==> src/design/ltds_pkg.sv <==
// ----------------------------------------------------------------------------
// ltds_pkg
// Shared types, register codes and address helpers for the layout transpose
// dma sequencer.
// ----------------------------------------------------------------------------
package ltds_pkg;

    localparam int APB_ADDR_W = 5;
    localparam int APB_DATA_W = 32;
    localparam int DIM_W      = 16;

    // input item codes
    localparam logic MODE_START = 1'b0;
    localparam logic MODE_DATA  = 1'b1;

    // layout_select bits
    localparam int LAYOUT_DST_CL_BIT = 0;
    localparam int LAYOUT_SRC_CL_BIT = 1;

    typedef enum logic [2:0] {
        REG_SRC_BASE    = 3'd0,
        REG_DST_BASE    = 3'd1,
        REG_WIDTH       = 3'd2,
        REG_HEIGHT      = 3'd3,
        REG_CHANNELS    = 3'd4,
        REG_LAYOUT      = 3'd5,
        REG_SRC_STRIDES = 3'd6,
        REG_DST_STRIDES = 3'd7
    } reg_idx_t;

    typedef struct packed {
        logic [31:0]      src_base;
        logic [31:0]      dst_base;
        logic [DIM_W-1:0] tensor_width;
        logic [DIM_W-1:0] tensor_height;
        logic [DIM_W-1:0] tensor_channels;
        logic [1:0]       layout_select;
        logic [31:0]      src_strides;
        logic [31:0]      dst_strides;
    } cfg_t;

    typedef struct packed {
        logic        mode;
        logic [31:0] read_data;
    } in_item_t;

    typedef struct packed {
        logic        read_valid;
        logic [31:0] read_addr;
        logic        write_valid;
        logic [31:0] write_addr;
        logic [31:0] write_data;
        logic        done_res;
    } out_item_t;

    typedef struct packed {
        logic [DIM_W-1:0] col;
        logic [DIM_W-1:0] row;
        logic [DIM_W-1:0] chan;
    } pos_t;

    typedef struct packed {
        logic clear;
        logic first;
        logic step;
    } walk_ctl_t;

    // column fastest, then row, then channel
    function automatic pos_t advance(pos_t p, logic [DIM_W-1:0] wl, logic [DIM_W-1:0] hl);
        pos_t n;
        n = p;
        if (p.col == wl && p.row == hl) begin
            n.col  = '0;
            n.row  = '0;
            n.chan = p.chan + DIM_W'(1);
        end else if (p.col == wl) begin
            n.col = '0;
            n.row = p.row + DIM_W'(1);
        end else begin
            n.col = p.col + DIM_W'(1);
        end
        return n;
    endfunction

    function automatic logic [31:0] elem_addr(logic [31:0] base, logic [31:0] strides,
                                              logic chan_last, pos_t p);
        logic [31:0] pri;
        logic [31:0] sec;
        logic [31:0] off;
        pri = {16'b0, strides[15:0]};
        sec = {16'b0, strides[31:16]};
        if (chan_last) begin
            off = sec * {16'b0, p.col} + pri * {16'b0, p.row} + {16'b0, p.chan};
        end else begin
            off = sec * {16'b0, p.row} + pri * {16'b0, p.chan} + {16'b0, p.col};
        end
        return base + {off[29:0], 2'b00};
    endfunction

endpackage

==> src/design/ltds_regs.sv <==
// ----------------------------------------------------------------------------
// ltds_regs
// APB configuration registers of the transpose sequencer.
// ----------------------------------------------------------------------------
module ltds_regs import ltds_pkg::*; (
    input  logic                  aclk,
    input  logic                  aresetn,
    input  logic                  psel,
    input  logic                  penable,
    input  logic                  pwrite,
    input  logic [APB_ADDR_W-1:0] paddr,
    input  logic [APB_DATA_W-1:0] pwdata,
    output logic [APB_DATA_W-1:0] prdata,
    output logic                  pready,
    output cfg_t                  cfg
);

    cfg_t     cfg_reg;
    cfg_t     cfg_next;
    reg_idx_t idx;
    logic     wr_en;

    assign idx    = reg_idx_t'(paddr[APB_ADDR_W-1:2]);
    assign wr_en  = psel && penable && pwrite;
    assign pready = 1'b1;
    assign cfg    = cfg_reg;

    always_comb begin
        cfg_next = cfg_reg;
        if (wr_en) begin
            unique case (idx)
                REG_SRC_BASE:    cfg_next.src_base        = pwdata;
                REG_DST_BASE:    cfg_next.dst_base        = pwdata;
                REG_WIDTH:       cfg_next.tensor_width    = pwdata[DIM_W-1:0];
                REG_HEIGHT:      cfg_next.tensor_height   = pwdata[DIM_W-1:0];
                REG_CHANNELS:    cfg_next.tensor_channels = pwdata[DIM_W-1:0];
                REG_LAYOUT:      cfg_next.layout_select   = pwdata[1:0];
                REG_SRC_STRIDES: cfg_next.src_strides     = pwdata;
                REG_DST_STRIDES: cfg_next.dst_strides     = pwdata;
            endcase
        end
    end

    always_comb begin
        prdata = '0;
        unique case (idx)
            REG_SRC_BASE:    prdata = cfg_reg.src_base;
            REG_DST_BASE:    prdata = cfg_reg.dst_base;
            REG_WIDTH:       prdata = {16'b0, cfg_reg.tensor_width};
            REG_HEIGHT:      prdata = {16'b0, cfg_reg.tensor_height};
            REG_CHANNELS:    prdata = {16'b0, cfg_reg.tensor_channels};
            REG_LAYOUT:      prdata = {30'b0, cfg_reg.layout_select};
            REG_SRC_STRIDES: prdata = cfg_reg.src_strides;
            REG_DST_STRIDES: prdata = cfg_reg.dst_strides;
        endcase
    end

    always_ff @(posedge aclk) begin
        if (!aresetn) begin
            cfg_reg.src_base        <= '0;
            cfg_reg.dst_base        <= '0;
            cfg_reg.tensor_width    <= DIM_W'(1);
            cfg_reg.tensor_height   <= DIM_W'(1);
            cfg_reg.tensor_channels <= DIM_W'(1);
            cfg_reg.layout_select   <= '0;
            cfg_reg.src_strides     <= '0;
            cfg_reg.dst_strides     <= '0;
        end else begin
            cfg_reg <= cfg_next;
        end
    end

endmodule

==> config.mk <==
export PLATFORM = sky130hd
export DESIGN_NAME = ltds_regs
export DESIGN_NICKNAME = d
export VERILOG_FILES = /design/src/design/ltds_pkg.sv /design/src/design/ltds_regs.sv
export SDC_FILE = /design/constraint.sdc
export NUM_CORES = 1
export LEC_CHECK = 0
export BUFFER_PORTS_ARGS = -buffer_cell sky130_fd_sc_hd__buf_2
export CAP_MARGIN = 20
export CORE_MARGIN = 2
export CORE_UTILIZATION = 47
export DETAILED_ROUTE_END_ITERATION = 6
export GPL_ROUTABILITY_DRIVEN = 0
export PLACE_DENSITY = 0.77
export SKIP_LAST_GASP = 1
export SYNTH_ARGS = -nofsm -noshare
export SYNTH_HDL_FRONTEND = slang
export SYNTH_SLANG_ARGS = --single-unit
==> constraint.sdc <==
create_clock -name aclk -period 1.5 [get_ports aclk]
set_input_delay 0.225 -clock aclk [delete_from_list [all_inputs] [get_ports aclk]]
set_output_delay 0.225 -clock aclk [all_outputs]
set_load 0.02 [all_outputs]
==> results.sh <==
export IMPL_dr_pass1_iters=6
export IMPL_grt_pass1_wl_um=41500
export IMPL_wl_met1_um=11300
export IMPL_die_area_mm2=0.0184
export IMPL_synth_top_area_frac=0.438
export IMPL_cp_arrival_ns=1.54
export IMPL_final_cell_area_mm2=0.0112
export IMPL_critPathCaptureType="output port"
export IMPL_synth_fp_nets=1028
export IMPL_crit_end="prdata[12]"
export IMPL_setup_ws_ns=-0.264
export IMPL_routed_top_layer="met4"
export IMPL_area_growth_pct=37.3
export IMPL_num_io_pins=253
export IMPL_ys_flop_type="dfxtp_1"
export IMPL_ff2ff_path_depth=3
export IMPL_critPathKind="flop to output port"
export IMPL_synth_edf_count=0
export IMPL_synth_cell_types=42
export IMPL_path_clk_slew_ns=0.07
export IMPL_cap_viol_max_count=0
export IMPL_antenna_cells=0
export IMPL_drcViolationCount=0
export IMPL_fin_skew_ns=0
export IMPL_detailed_place_hpwl_um=19100
export IMPL_clock_fmax_mhz=567
export IMPL_clockRootBuffer="clkbuf_16"
export IMPL_synth_most_common_cell="nand2_1"
export IMPL_yosys_area_top_type="dfxtp_1"
export IMPL_cp_start_kind="flop"
export IMPL_slew_viol_final=0
export IMPL_wl_per_cell_um=18.4
export IMPL_hp_class="input pin to flop"
export IMPL_antenna_found_initial=0
export IMPL_yosys_warnings=0
export IMPL_grt_max_degree=69
export IMPL_cts_sinks=178
export IMPL_violations="negative setup slack"
export IMPL_ant_nets=0
export IMPL_dieWidth_um=136
export IMPL_avgViaCountPerCell=5.51
export IMPL_place_area_mm2=0.0101
export IMPL_grt_pass1_vias=7625
export IMPL_required_ns=1.27
export IMPL_setup_viol=17
export IMPL_numCtsBuffers=17
export IMPL_route_met3_wl_um=2260
export IMPL_synth_cells=986
export IMPL_fin_crit_sh=1.18
export IMPL_startpoint="cfg[12]"
export IMPL_postSynthAreaPerCell_um2=8.25
export IMPL_synth_commonest_cells="nand2_1, dfxtp_1, a21boi_0, a21boi_1, mux2i_1"
export IMPL_p_total_w=0.0103
export IMPL_period_needed_ns=1.76
export IMPL_drive_gt1_frac=0.372
export IMPL_largest_reg_flops=178
export IMPL_final_util=0.652
export IMPL_synth_area_leaders="dfxtp_1, nand2_1, a21boi_0, mux2i_1, a21boi_1"
export IMPL_ir_drop_v=0.000788
export IMPL_crit_path_max_fanout=2
export IMPL_wl_met2_um=13300
export IMPL_initial_utilization=0.475
export IMPL_clockBufferDepth=2
export IMPL_cts_tree="done"
export IMPL_hold_worst_slack_ns=0.0587
export IMPL_port_buffers=249
export IMPL_routed_wl_um=27800
export IMPL_yosysSeqAreaShare=0.438
export IMPL_overflow=0
export IMPL_p_leak_nw=4.82
export IMPL_r2r_slack_ns=0.68
export IMPL_layout_nets=1319
export IMPL_num_vias=8338
export IMPL_clk_latency_ns=0.42
export IMPL_ys_seq_elements=178
export IMPL_netlist_area_mm2=0.00813
export IMPL_rsz0062_at_grt="yes"
export IMPL_grtUsageTotal=0.294
export IMPL_drt_iter0_drc=610
export IMPL_core_mm2=0.0171
export IMPL_finalHoldViolCount=0
export IMPL_rows=48
export IMPL_timing_rr_start="cfg[4]"
export IMPL_powerDensity_mw_per_mm2=921
export IMPL_cts_max_level=4
export IMPL_status="complete, but fails checks"
export IMPL_synthArstFlopShare=0
export IMPL_reg2reg_to="cfg[4]"
export IMPL_fp_dieH_um=136
cells in the final DEF, fill, tap and decap left out, types with 3 or more instances in the layout:
| cell type | instances |
|---|---|
| nand2_1 | 366 |
| buf_2 | 223 |
| dfxtp_1 | 121 |
| a21boi_0 | 104 |
| buf_4 | 93 |
| a21boi_1 | 71 |
| mux2i_1 | 57 |
| dfxtp_2 | 57 |
| buf_6 | 20 |
| o22ai_1 | 19 |
| clkbuf_16 | 17 |
| buf_12 | 16 |
| nor2_1 | 14 |
| o211ai_1 | 7 |
| a2bb2oi_1 | 6 |
| o221a_2 | 6 |
| inv_1 | 6 |
| nor2b_1 | 6 |
| a221oi_2 | 5 |
| nor2_2 | 5 |
| o2bb2ai_1 | 4 |
| o21ai_1 | 4 |
| nand3_1 | 4 |
| nand2b_1 | 3 |
| a222oi_1 | 3 |
| nor2_4 | 3 |
| clkinv_4 | 3 |
| clkbuf_8 | 3 |
logic make-up after synthesis:
group,Yosys count,share of synthesized area
compound gates,243,0.227
buf+inv,87,0.0543
flops,178,0.438
mux,59,0.0726
other cells,1,0.000461
simple gates,418,0.207
metal layers:
metal / global-route usage / vias to the layer above
met5: 0 / -
met4: 0.126 / 0
met3: 0.0621 / 70
met2: 0.479 / 408
met1: 0.379 / 3962
li1: - / 3898
how the worst min path moves through the flow:
stage | from | to | slack (ns) | cells past startpoint
after floorplan | pwdata[5] | cfg[103] | 0.36 | 2
after global placement | cfg[144] | cfg[144] | 0.45 | 2
after detailed placement | cfg[157] | cfg[157] | 0.46 | 2
after CTS | pwdata[20] | cfg[166] | 0.05 | 3
after global routing | pwdata[18] | cfg[164] | 0.05 | 3
final | pwdata[17] | cfg[17] | 0.06 | 3
final cells by class:
cell class	instances	area, µm²
clock buffer	21	470
sequential	178	3630
inverter	7	27.5
multi-input combinational	721	4260
clock inverter	10	126
fill	1385	5950
tap	225	282
timing repair buffer	352	2360
repair_timing:
action | CTS | global route
cloned | 1 | 0
setup endpoints to repair | 32 | 30
gates resized for setup | 93 | 34
hold buffers | 0 | 0
pin swaps | 33 | 13
buffers inserted | 24 | 2
power breakdown:
group          internal [W]  switching (W)
Clock               0.00260        0.00192
Combinational      0.000424       0.000549
Sequential          0.00476      0.0000284
Total               0.00778        0.00250
through the flow:
step	cells	TNS, ns	setup slack, ns
after floorplan	986	-0.800	-0.0736
after global placement	1456	-8.58	-0.186
after detailed placement	1456	-11.66	-0.280
after CTS	1512	-2.10	-0.243
after global routing	1514	-3.22	-0.345
final	1514	-2.07	-0.264
critical path: stages, from the launching register on:
cell and delay (ns):
dfxtp_2 0.32, and3_1 0.15, a21o_1 0.17, a221oi_2 0.28
nor2_2 0.06, buf_6 0.14
Note: power is estimated with default switching activity, not from simulation.
